==> src/hdl/urn_pkg.sv <==
// urn_pkg: shared constants and types for the urn sampler
// opcodes of the input word and default sizes of the count stores
// no dependencies
package urn_pkg;

    localparam int MAX_COLORS_DEF = 16;
    localparam int COUNT_BITS_DEF = 16;
    localparam int READ_LIMIT     = 16;
    localparam int COLORS_RST     = 16;

    typedef enum logic [1:0] {
        OP_LOAD = 2'd0,
        OP_DRAW = 2'd1,
        OP_READ = 2'd2,
        OP_NONE = 2'd3
    } opcode_t;

endpackage

==> src/hdl/urn_sampler_without_replacement_top.sv <==
// urn sampler without replacement: count and tally stores, sequencer, adders, multiplier and a compare
// depends on urn_pkg
//
// load: written in the idle state, no result. draw with n colors in use: the count store
// is walked once to sum and once to pick, through its single read port.
// read: one tally word per color, one color per pass through the read port.
// the block takes one input word at a time and is not ready while an item is in work.
// reset (synchronous, active low) marks all colors empty with zero tallies, colors_in_use 16.
module urn_sampler_without_replacement_top #(
    parameter int MAX_COLORS = urn_pkg::MAX_COLORS_DEF,
    parameter int COUNT_BITS = urn_pkg::COUNT_BITS_DEF
) (
    input  logic        aclk,
    input  logic        aresetn,
    // configuration
    input  logic        cfg_valid,
    output logic        cfg_ready,
    input  logic [4:0]  cfg_data,
    // input words
    input  logic        s_valid,
    output logic        s_ready,
    input  logic [1:0]  s_opcode,
    input  logic [3:0]  s_color_index,
    input  logic [15:0] s_ball_count,
    input  logic [31:0] s_random_fraction,
    // result words
    output logic        m_valid,
    input  logic        m_ready,
    output logic [3:0]  m_color,
    output logic [15:0] m_tally,
    output logic        m_urn_empty,
    output logic        m_last
);
    import urn_pkg::*;

    localparam int CIDX  = $clog2(MAX_COLORS);
    localparam int TOT_W = COUNT_BITS + CIDX;
    localparam int EXT_W = (TOT_W > 32) ? TOT_W : 33;
    localparam int HI_W  = EXT_W - 32;
    localparam int PW    = 32 + HI_W + 1;
    localparam int COLW  = (CIDX > 4) ? CIDX : 4;
    localparam int TW    = (COUNT_BITS > 16) ? COUNT_BITS : 16;

    typedef enum logic [9:0] {
        ST_IDLE     = 10'b0000000001,
        ST_SUM      = 10'b0000000010,
        ST_SUM_DONE = 10'b0000000100,
        ST_MUL      = 10'b0000001000,
        ST_MUL2     = 10'b0000010000,
        ST_WALK     = 10'b0000100000,
        ST_UPDATE   = 10'b0001000000,
        ST_EMPTY    = 10'b0010000000,
        ST_RD_ADDR  = 10'b0100000000,
        ST_RD_OUT   = 10'b1000000000
    } state_t;

    // stores
    logic [COUNT_BITS-1:0] balls_mem [MAX_COLORS];
    logic [COUNT_BITS-1:0] tally_mem [MAX_COLORS];
    logic [MAX_COLORS-1:0] valid_reg, valid_next;

    // control
    state_t          state_reg, state_next;
    logic [CIDX-1:0] idx_reg, idx_next;
    logic [CIDX-1:0] last_idx_reg, last_idx_next;
    logic [4:0]      colors_reg;
    logic            rd_en_reg;
    logic            m_valid_reg, m_valid_next;

    // datapath
    logic [COUNT_BITS-1:0] rd_cnt_q, rd_tal_q;
    logic                  rd_vld_q;
    logic [CIDX-1:0]       rd_idx_reg;
    logic [31:0]           u_reg;
    logic [TOT_W-1:0]      sum_reg, run_reg, target_reg;
    logic [63:0]           prod_lo_reg;
    logic [CIDX-1:0]       chosen_idx_reg;
    logic [COUNT_BITS-1:0] chosen_cnt_reg, chosen_tal_reg;

    logic [3:0]  m_color_reg;
    logic [15:0] m_tally_reg;
    logic        m_empty_reg, m_last_reg;

    logic [COUNT_BITS-1:0] cnt_eff, tal_eff, tally_inc;
    logic [TOT_W-1:0]      run_sum;
    logic [EXT_W-1:0]      tot_ext;
    logic [PW-1:0]         tsum;
    logic                  out_free, out_load, walk_hit;
    logic                  mem_we;
    logic [CIDX-1:0]       mem_waddr;
    logic [COUNT_BITS-1:0] mem_wcnt, mem_wtal;
    logic [CIDX-1:0]       res_idx;
    logic [COUNT_BITS-1:0] res_tally;
    logic                  res_empty, res_last;
    logic [COLW-1:0]       color_ext;
    logic [TW-1:0]         tally_ext;
    logic [6:0]            act;
    logic                  load_in_range;

    assign cfg_ready = 1'b1;
    assign s_ready   = (state_reg == ST_IDLE);
    assign out_free  = !m_valid_reg || m_ready;

    assign cnt_eff   = rd_vld_q ? rd_cnt_q : '0;
    assign tal_eff   = rd_vld_q ? rd_tal_q : '0;
    assign tally_inc = (chosen_tal_reg == '1) ? chosen_tal_reg : chosen_tal_reg + 1'b1;
    assign run_sum   = run_reg + TOT_W'(cnt_eff);
    assign walk_hit  = rd_en_reg && (target_reg < run_sum);
    assign tot_ext   = EXT_W'(sum_reg);
    // floor(u * total / 2^32) from the low partial product and the narrow high part
    assign tsum      = PW'(prod_lo_reg[63:32]) + PW'(u_reg) * PW'(tot_ext[EXT_W-1:32]);
    assign load_in_range = (32'(s_color_index) < 32'(MAX_COLORS));

    // colors taking part, clamped to 1..MAX_COLORS, and to READ_LIMIT for a read
    always_comb begin
        if (colors_reg == '0) begin
            act = 7'd1;
        end else if (32'(colors_reg) > 32'(MAX_COLORS)) begin
            act = 7'(MAX_COLORS);
        end else begin
            act = 7'(colors_reg);
        end
        if (opcode_t'(s_opcode) == OP_READ && 32'(act) > 32'(READ_LIMIT)) begin
            act = 7'(READ_LIMIT);
        end
    end

    always_comb begin
        state_next    = state_reg;
        idx_next      = idx_reg;
        last_idx_next = last_idx_reg;
        m_valid_next  = m_valid_reg && !m_ready;
        out_load      = 1'b0;
        res_idx       = idx_reg;
        res_tally     = '0;
        res_empty     = 1'b0;
        res_last      = 1'b0;
        mem_we        = 1'b0;
        mem_waddr     = chosen_idx_reg;
        mem_wcnt      = chosen_cnt_reg - 1'b1;
        mem_wtal      = tally_inc;
        unique case (state_reg)
            ST_IDLE: begin
                if (s_valid) begin
                    idx_next      = '0;
                    last_idx_next = CIDX'(act - 7'd1);
                    case (opcode_t'(s_opcode))
                        OP_LOAD: begin
                            if (load_in_range) begin
                                mem_we    = 1'b1;
                                mem_waddr = CIDX'(s_color_index);
                                mem_wcnt  = COUNT_BITS'(s_ball_count);
                                mem_wtal  = '0;
                            end
                        end
                        OP_DRAW: state_next = ST_SUM;
                        OP_READ: state_next = ST_RD_ADDR;
                        default: ;
                    endcase
                end
            end
            ST_SUM: begin
                if (idx_reg == last_idx_reg) begin
                    state_next = ST_SUM_DONE;
                end else begin
                    idx_next = idx_reg + 1'b1;
                end
            end
            ST_SUM_DONE: state_next = ST_MUL;
            ST_MUL: begin
                state_next = (sum_reg == '0) ? ST_EMPTY : ST_MUL2;
            end
            ST_MUL2: begin
                idx_next   = '0;
                state_next = ST_WALK;
            end
            ST_WALK: begin
                if (idx_reg != last_idx_reg) begin
                    idx_next = idx_reg + 1'b1;
                end
                if (walk_hit) begin
                    state_next = ST_UPDATE;
                end
            end
            ST_UPDATE: begin
                if (out_free) begin
                    mem_we       = 1'b1;
                    out_load     = 1'b1;
                    m_valid_next = 1'b1;
                    res_idx      = chosen_idx_reg;
                    res_tally    = tally_inc;
                    res_last     = 1'b1;
                    state_next   = ST_IDLE;
                end
            end
            ST_EMPTY: begin
                if (out_free) begin
                    out_load     = 1'b1;
                    m_valid_next = 1'b1;
                    res_idx      = '0;
                    res_empty    = 1'b1;
                    res_last     = 1'b1;
                    state_next   = ST_IDLE;
                end
            end
            ST_RD_ADDR: state_next = ST_RD_OUT;
            ST_RD_OUT: begin
                if (out_free) begin
                    out_load     = 1'b1;
                    m_valid_next = 1'b1;
                    res_tally    = tal_eff;
                    res_last     = (idx_reg == last_idx_reg);
                    if (idx_reg == last_idx_reg) begin
                        state_next = ST_IDLE;
                    end else begin
                        idx_next   = idx_reg + 1'b1;
                        state_next = ST_RD_ADDR;
                    end
                end
            end
            default: state_next = ST_IDLE;
        endcase
    end

    always_comb begin
        valid_next = valid_reg;
        if (mem_we) begin
            valid_next[mem_waddr] = 1'b1;
        end
    end

    assign color_ext = COLW'(res_idx);
    assign tally_ext = TW'(res_tally);

    always_ff @(posedge aclk) begin
        if (!aresetn) begin
            state_reg    <= ST_IDLE;
            idx_reg      <= '0;
            last_idx_reg <= '0;
            colors_reg   <= 5'(COLORS_RST);
            valid_reg    <= '0;
            rd_en_reg    <= 1'b0;
            m_valid_reg  <= 1'b0;
        end else begin
            state_reg    <= state_next;
            idx_reg      <= idx_next;
            last_idx_reg <= last_idx_next;
            valid_reg    <= valid_next;
            rd_en_reg    <= (state_reg == ST_SUM) || (state_reg == ST_WALK);
            m_valid_reg  <= m_valid_next;
            if (cfg_valid && cfg_ready) begin
                colors_reg <= cfg_data;
            end
        end
    end

    // count and tally stores, one read address and one write address
    always_ff @(posedge aclk) begin
        if (mem_we) begin
            balls_mem[mem_waddr] <= mem_wcnt;
            tally_mem[mem_waddr] <= mem_wtal;
        end
        rd_cnt_q   <= balls_mem[idx_reg];
        rd_tal_q   <= tally_mem[idx_reg];
        rd_vld_q   <= valid_reg[idx_reg];
        rd_idx_reg <= idx_reg;
    end

    always_ff @(posedge aclk) begin
        if (s_valid && s_ready) begin
            u_reg <= s_random_fraction;
        end
        if (state_reg == ST_IDLE) begin
            sum_reg <= '0;
        end else if (rd_en_reg && (state_reg == ST_SUM || state_reg == ST_SUM_DONE)) begin
            sum_reg <= sum_reg + TOT_W'(cnt_eff);
        end
        if (state_reg == ST_MUL) begin
            prod_lo_reg <= 64'(u_reg) * 64'(tot_ext[31:0]);
        end
        if (state_reg == ST_MUL2) begin
            target_reg <= TOT_W'(tsum);
            run_reg    <= '0;
        end else if (state_reg == ST_WALK && rd_en_reg && !walk_hit) begin
            run_reg <= run_sum;
        end
        if (state_reg == ST_WALK && walk_hit) begin
            chosen_idx_reg <= rd_idx_reg;
            chosen_cnt_reg <= cnt_eff;
            chosen_tal_reg <= tal_eff;
        end
        if (out_load) begin
            m_color_reg <= color_ext[3:0];
            m_tally_reg <= tally_ext[15:0];
            m_empty_reg <= res_empty;
            m_last_reg  <= res_last;
        end
    end

    assign m_valid     = m_valid_reg;
    assign m_color     = m_color_reg;
    assign m_tally     = m_tally_reg;
    assign m_urn_empty = m_empty_reg;
    assign m_last      = m_last_reg;

    // the walk never passes the scaled target before it picks a color
    a_walk_below_target: assert property (@(posedge aclk) disable iff (!aresetn)
        state_reg == ST_WALK |-> run_reg <= target_reg)
        else $error("walk running sum passed target");

    a_walk_needs_balls: assert property (@(posedge aclk) disable iff (!aresetn)
        state_reg == ST_WALK |-> sum_reg != '0)
        else $error("walk started on empty urn");

    a_pick_has_ball: assert property (@(posedge aclk) disable iff (!aresetn)
        state_reg == ST_UPDATE |-> chosen_cnt_reg != '0)
        else $error("picked color holds no balls");

    a_empty_word: assert property (@(posedge aclk) disable iff (!aresetn)
        m_valid && m_urn_empty |-> m_last && m_color == 4'd0 && m_tally == 16'd0)
        else $error("empty-urn word malformed");

    a_busy_no_accept: assert property (@(posedge aclk) disable iff (!aresetn)
        (state_reg == ST_WALK || state_reg == ST_SUM) |-> !s_ready)
        else $error("input taken during draw");

endmodule

==> config.mk <==
export PLATFORM = sky130hd
export DESIGN_NAME = urn_sampler_without_replacement_top
export DESIGN_NICKNAME = d
export VERILOG_FILES = /design/src/hdl/urn_pkg.sv /design/src/hdl/urn_sampler_without_replacement_top.sv
export SDC_FILE = /design/constraint.sdc
export NUM_CORES = 2
export LEC_CHECK = 0
export ABC_AREA = 1
export BUFFER_PORTS_ARGS = -buffer_cell sky130_fd_sc_hd__buf_2
export CAP_MARGIN = 20
export CELL_PAD_IN_SITES_DETAIL_PLACEMENT = 1
export CELL_PAD_IN_SITES_GLOBAL_PLACEMENT = 2
export CORE_ASPECT_RATIO = 1.4
export CORE_MARGIN = 2
export CORE_UTILIZATION = 45
export DETAILED_ROUTE_END_ITERATION = 8
export PLACE_DENSITY_LB_ADDON = 0.3
export SYNTH_ARGS = -nofsm -noshare
export SYNTH_HDL_FRONTEND = slang
export SYNTH_SLANG_ARGS = --single-unit
==> constraint.sdc <==
create_clock -name aclk -period 9.7 [get_ports aclk]
set_input_delay 2.425 -clock aclk [delete_from_list [all_inputs] [get_ports aclk]]
set_output_delay 2.425 -clock aclk [all_outputs]
set_load 0.005 [all_outputs]
After elaboration in Yosys (flattened, before gate mapping)
Memory sizes are Yosys's and may differ from the RTL's. A register that Yosys moved wholly into a read port is not among the register bits.
Index checks and enable logic that the tools add are counted.
{"block": "word_totals", "reg_bits": 248, "latchBits": 0, "ramBits": 512, "romBits": 0, "in_bits": 64, "out_inout_bits": 25, "word_cells": 133, "memories": 2}
{"name": "balls_mem", "depth": 16, "width": 16, "read_ports": 1, "rd_clocked_by_memory_dff": 1, "wr": 1, "line": "urn_sampler_without_replacement_top.sv:58", "source": "logic [COUNT_BITS-1:0] balls_mem [MAX_COLORS];"}
{"name": "tally_mem", "depth": 16, "width": 16, "read_ports": 1, "rd_clocked_by_memory_dff": 1, "wr": 1, "line": "urn_sampler_without_replacement_top.sv:59", "source": "logic [COUNT_BITS-1:0] tally_mem [MAX_COLORS];"}
{"block": "classes", "add_sub_neg": 6, "multipliers": 1, "div_mod_pow": 0, "order_cmp": 6, "n_eq_ne": 22, "shifts": 0, "mux": 50, "bitwise": 1, "n_reduce_logical": 24}
{"op": "16-bit 2-to-1 mux", "n": 11}
{"op": "10-bit case mux with 9 select lines", "n": 1}
{"op": "32-bit by 20-bit multiplier with 52-bit output", "n": 1}
{"op": "10-bit 2-to-1 mux", "n": 5}
{"op": "20-bit by 16-bit adder with 20-bit output", "n": 2}
{"op": "4-bit 2-to-1 mux", "n": 10}
{"op": "16-bit case mux with 2 select lines", "n": 1}
{"op": "20-bit zero test", "n": 1}
{"op": "20-bit < comparator", "n": 1}
{"op": "10-bit case mux with 2 select lines", "n": 1}
{"op": "4-bit case mux with 5 select lines", "n": 1}
{"op": "16-bit by 1-bit adder with 16-bit output (second input constant)", "n": 1}
{"op": "16-bit == test (second input constant)", "n": 1}
{"op": "16-bit OR", "n": 1}
{"op": "16-bit by 1-bit subtractor with 16-bit output (second input constant)", "n": 1}
{"op": "1-bit 2-to-1 mux", "n": 11}
{"op": "10-bit by 1-bit == test with 1-bit output (second input constant)", "n": 1}
{"op": "10-bit == test (second input constant)", "n": 1}
{"op": "10-bit by 2-bit == test with 1-bit output (second input constant)", "n": 1}
{"op": "10-bit by 3-bit == test with 1-bit output (second input constant)", "n": 1}
{"op": "10-bit by 4-bit == test with 1-bit output (second input constant)", "n": 1}
{"op": "10-bit by 5-bit == test with 1-bit output (second input constant)", "n": 1}
{"op": "10-bit by 6-bit == test with 1-bit output (second input constant)", "n": 1}
{"op": "10-bit by 7-bit == test with 1-bit output (second input constant)", "n": 1}
{"op": "33 further kinds", "n": 52}

Logic depth before layout (Yosys ltp)
{"block": "depth", "ltp_word": 9, "depth_mapped": 28, "ltp_nobuf": 26}

Worst setup path after synthesis
Ideal clock, no wire load.
{"block": "synth_path", "path_kind": "reg2reg", "from": "reg sum_reg[5]", "to": "reg prod_lo_reg[46], data pin", "setup_ns": 0.252, "t_arrival_ns": 5.733, "required_time_ns": 9.448, "slack_ns": 3.714, "stages_incl_launch_ff": 24, "n_path_buf": 2, "period_less_slack_ns": 5.986, "cell_sequence": "dfxtp_1 -> clkbuf_1 -> clkbuf_1 -> nand2_1 -> fa_1 -> inv_1 -> fa_1 -> inv_1 -> fa_1 -> inv_1 -> fa_1 -> fa_1 -> fa_1 -> inv_1 -> fa_1 -> inv_1 -> ha_1 -> nand2_1 -> nor2_1 -> nand2_1 -> nor4_1 -> nand4_1 -> nand3_1 -> nand2_1"}
{"block": "synth_between", "elab_chain_len": 1}
{"item": "start: declaration", "line": "urn_sampler_without_replacement_top.sv:75", "source": "logic [TOT_W-1:0] sum_reg, run_reg, target_reg;"}
{"item": "start signal: assignment", "line": "urn_sampler_without_replacement_top.sv:276", "source": "sum_reg <= sum_reg + TOT_W'(cnt_eff);"}
{"item": "32-bit by 20-bit multiplier with 52-bit output", "line": "urn_sampler_without_replacement_top.sv:279", "source": "prod_lo_reg <= 64'(u_reg) * 64'(tot_ext[31:0]);"}
{"item": "end signal: assignment", "line": "urn_sampler_without_replacement_top.sv:279"}
{"item": "end: declaration", "line": "urn_sampler_without_replacement_top.sv:76", "source": "logic [63:0] prod_lo_reg;"}
No other way between the ends.
A chain may end at the register's enable or synchronous reset.

Worst setup path in the final report
{"block": "layout_path", "from": "reg sum_reg[11]", "to": "reg prod_lo_reg[50], data pin"}
The elaborated chain is that of the path after synthesis.

==> qor.yml <==
yosys:
  ys_ff_latch: 760
  ys_seq_area_frac: 0.403
  yosys_warnings: 0
  syn_nets: 6628
  synth_edf_count: 642
  yosys.area_share.simple: 0.146
  synthMuxAreaShare: 0.000187
  synthDistinctLibCells: 51
  synth_area_sq_mm: 0.0536
  synthAdderAreaFrac: 0.251
  ys_async_sr_fraction: 0
  synth_top_family_by_area: "adder cells"
  synth_compound_area_frac: 0.0874
  synthXorXnorAreaFrac: 0.00849
  ys_top_cells_by_area: "edfxtp_1, fa_1, nand2_1"
  avgSynthCellArea_sq_um: 9.23
  synth_flop_cell: "edfxtp_1"
  yosysTopAreaCell: "edfxtp_1"
  syn-instance-count: 5812
  yosysTopAreaCellShare: 0.359
detailed_routing:
  num_vias: 40800
  drc_errors: 0
  routed_wl_microns: 180000
  first_iter_violations: 2412
  wire_per_inst_microns: 24.1
  firstDrtPassIters: 7
  via_per_inst: 5.48
  antenna_left: 0
finish:
  layout_common_cells: "nand2_1, inv_1, edfxtp_1"
  layout_commonest_cell: "nand2_1"
  stdcell_area_sq_mm: 0.0584
  fin_nets: 6611
  drive_gt1_frac: 0.0606
  area_growth_pct: 8.85
floorplan:
  die_w_microns: 296
  ios: 89
  std_cell_rows: 149
  die_y_microns: 413
  initial_core_util: 0.455
  die_area_sq_mm: 0.122
  fp.coreArea_sq_mm: 0.118
cts:
  numCtsBuffers: 78
  cts.htree.levels: 3
  cts.clk_slew.worst_paths_ns: 0.07
  cts.sinks: 760
  cts_root_buf: "clkbuf_16"
  clock_latency_ns: 0.70
  ctsHoldBuffers: 0
  clock_path_buffers: 3
  tritoncts: "built"
  cts_setup_buffers: 0
  cts_resized: 0
sta:
  finalCriticalPeriod_ns: 7.51
  slew_headroom: 0.196
  hold_violations: 0
  final.setup.tns_ns: 0
  rsz0062_at_grt: "false"
  skew_ns: 0.0256
  whs_ns: 0.402
  final-setup-viol-count: 0
  fmax_mhz: 133
  slew_violations: 0
  tightest_slew_ns: 1.21
  period_share: 0.775
critical_path:
  critical_path_class: "reg -> reg"
  cp.arrival_ns: 7.95
  crit_fanout: 23
  worstSetupEndpointType: "flip-flop"
  cp.required_ns: 10.14
  worstPathCellList: "buf_4, nand2_1, fa_1, inv_1, fa_1, fa_1, fa_1, fa_1, fa_1, inv_1, fa_1, inv_1, ha_1, a21o_1, a21boi_0, nand2_1, nand2_1, nand2_1, a21oi_1, nand2_1, nand2_1, nand2_1"
  cpPeakStageDelay_ns: 1.06
  crit_buf_inv: 4
  critical_path.top_delay_family: "adder cells"
  cp-start-kind: "flip-flop"
  crit_slowest_cell: "dfxtp_1"
placed_design:
  dp_hpwl_microns: 124000
  dpl_cell_area_sq_mm: 0.0557
  gp_congestion: 0.908
  port_buffers: 87
power_and_ir_drop:
  ir_drop_v: 0.000129
  combPwrFrac: 0.176
  p_sw_frac: 0.321
  pwr-share-seq: 0.463
  p_int_mw: 5.82
  p_switching_mw: 2.75
  p_clk_frac: 0.361
  total_power_mw: 8.57
  p_leak_nw: 27.8
  power-per-cell-area_mw_per_mm2: 147
grt:
  grt_pass1_wl_microns: 270000
  grt_max_degree: 97
  grt_antenna_before_repair: 4
  track_usage: 0.299
  overflow: 0
  grt_pass1_vias: 45000
min_path:
  min_path_type: "reg -> reg"
status:
  status: "finished clean"
flow_run:
  drv_cap: 0
-- worst paths after layout --
| check | startpoint | slack [ns] | cells after the start | end |
|---|---|---|---|---|
| setup / recovery | sum_reg[11] | 2.19 | 22 | prod_lo_reg[50] |
| hold / removal | rd_idx_reg[0] | 0.40 | 0 | chosen_idx_reg[0] |
| setup reg to reg | sum_reg[11] | 2.19 | 22 | prod_lo_reg[50] |
| hold reg to reg | rd_idx_reg[0] | 0.40 | 0 | chosen_idx_reg[0] |
-- routing by layer --
layer	GRT usage	routed length (microns)
met1	0.322	64500
met2	0.566	97000
met3	0.0345	7430
met4	0.159	10600
met5	0	48
-- cells by family after synthesis --
| kind of cell | Yosys count |
|---|---|
| flip-flops | 760 |
| XOR/XNOR | 52 |
| AO/OA/AOI/OAI | 810 |
| buffers and inverters | 1483 |
| adder cells (fa/ha/maj) | 752 |
| AND/OR/NAND/NOR | 1953 |
| other | 1 |
| multiplexers | 1 |
-- area by class of cell --
type,count,area (sq um)
Clock inverter,36,438
Sequential cell,760,21700
Antenna cell,3,7.51
Timing Repair Buffer,179,1210
Fill cell,13500,59600
Tap cell,1585,1980
Inverter,1207,4540
Clock buffer,106,2120
Multi-Input combinational cell,3569,26400
-- Yosys cell counts (6+ instances only) --
cell type,n
a21boi_0,10
a21o_1,15
a21oi_1,176
a31oi_1,6
buf_1,16
buf_2,16
clkbuf_1,243
dfxtp_1,118
edfxtp_1,642
fa_1,537
ha_1,215
inv_1,1197
nand2_1,1227
nand3_1,121
nand3b_1,11
nand4_1,39
nor2_1,478
nor2_2,12
nor3_1,36
nor4_1,9
o211ai_1,55
o21ai_0,385
o21bai_1,11
o221ai_1,77
o22ai_1,63
or2_2,6
xnor2_1,22
xor2_1,30
-- through the flow --
stage	utilization	setup WS, ns	instances
4_1_cts	0.494	2.24	7435
5_1_grt	0.495	1.94	7442
3_3_place_gp	0.472	2.20	7289
2_1_floorplan	-	3.71	5812
6_report	0.495	2.19	7445
3_5_place_dp	0.472	2.27	7293
-- power groups by stage --
stage	Combinational [mW]	Clock (mW)	Sequential (mW)
after floorplan	0.942	0	3.84
after global placement	1.41	0	4.07
after detailed placement	1.47	0	4.06
after CTS	1.47	3.14	3.99
after global routing	1.64	3.24	3.98
final	1.51	3.09	3.97
-- worst reg2reg max path: stages, from the launching register on --
cell      delay, ns
dfxtp_1        1.06
buf_4          0.51
nand2_1        0.15
fa_1           0.60
inv_1          0.07
fa_1           0.48
fa_1           0.59
fa_1           0.44
fa_1           0.49
fa_1           0.58
inv_1          0.07
fa_1           0.48
inv_1          0.05
ha_1           0.32
a21o_1         0.22
a21boi_0       0.35
nand2_1        0.23
nand2_1        0.10
nand2_1        0.08
a21oi_1        0.19
nand2_1        0.08
nand2_1        0.06
nand2_1        0.04
(Power assumes the default switching activity.)
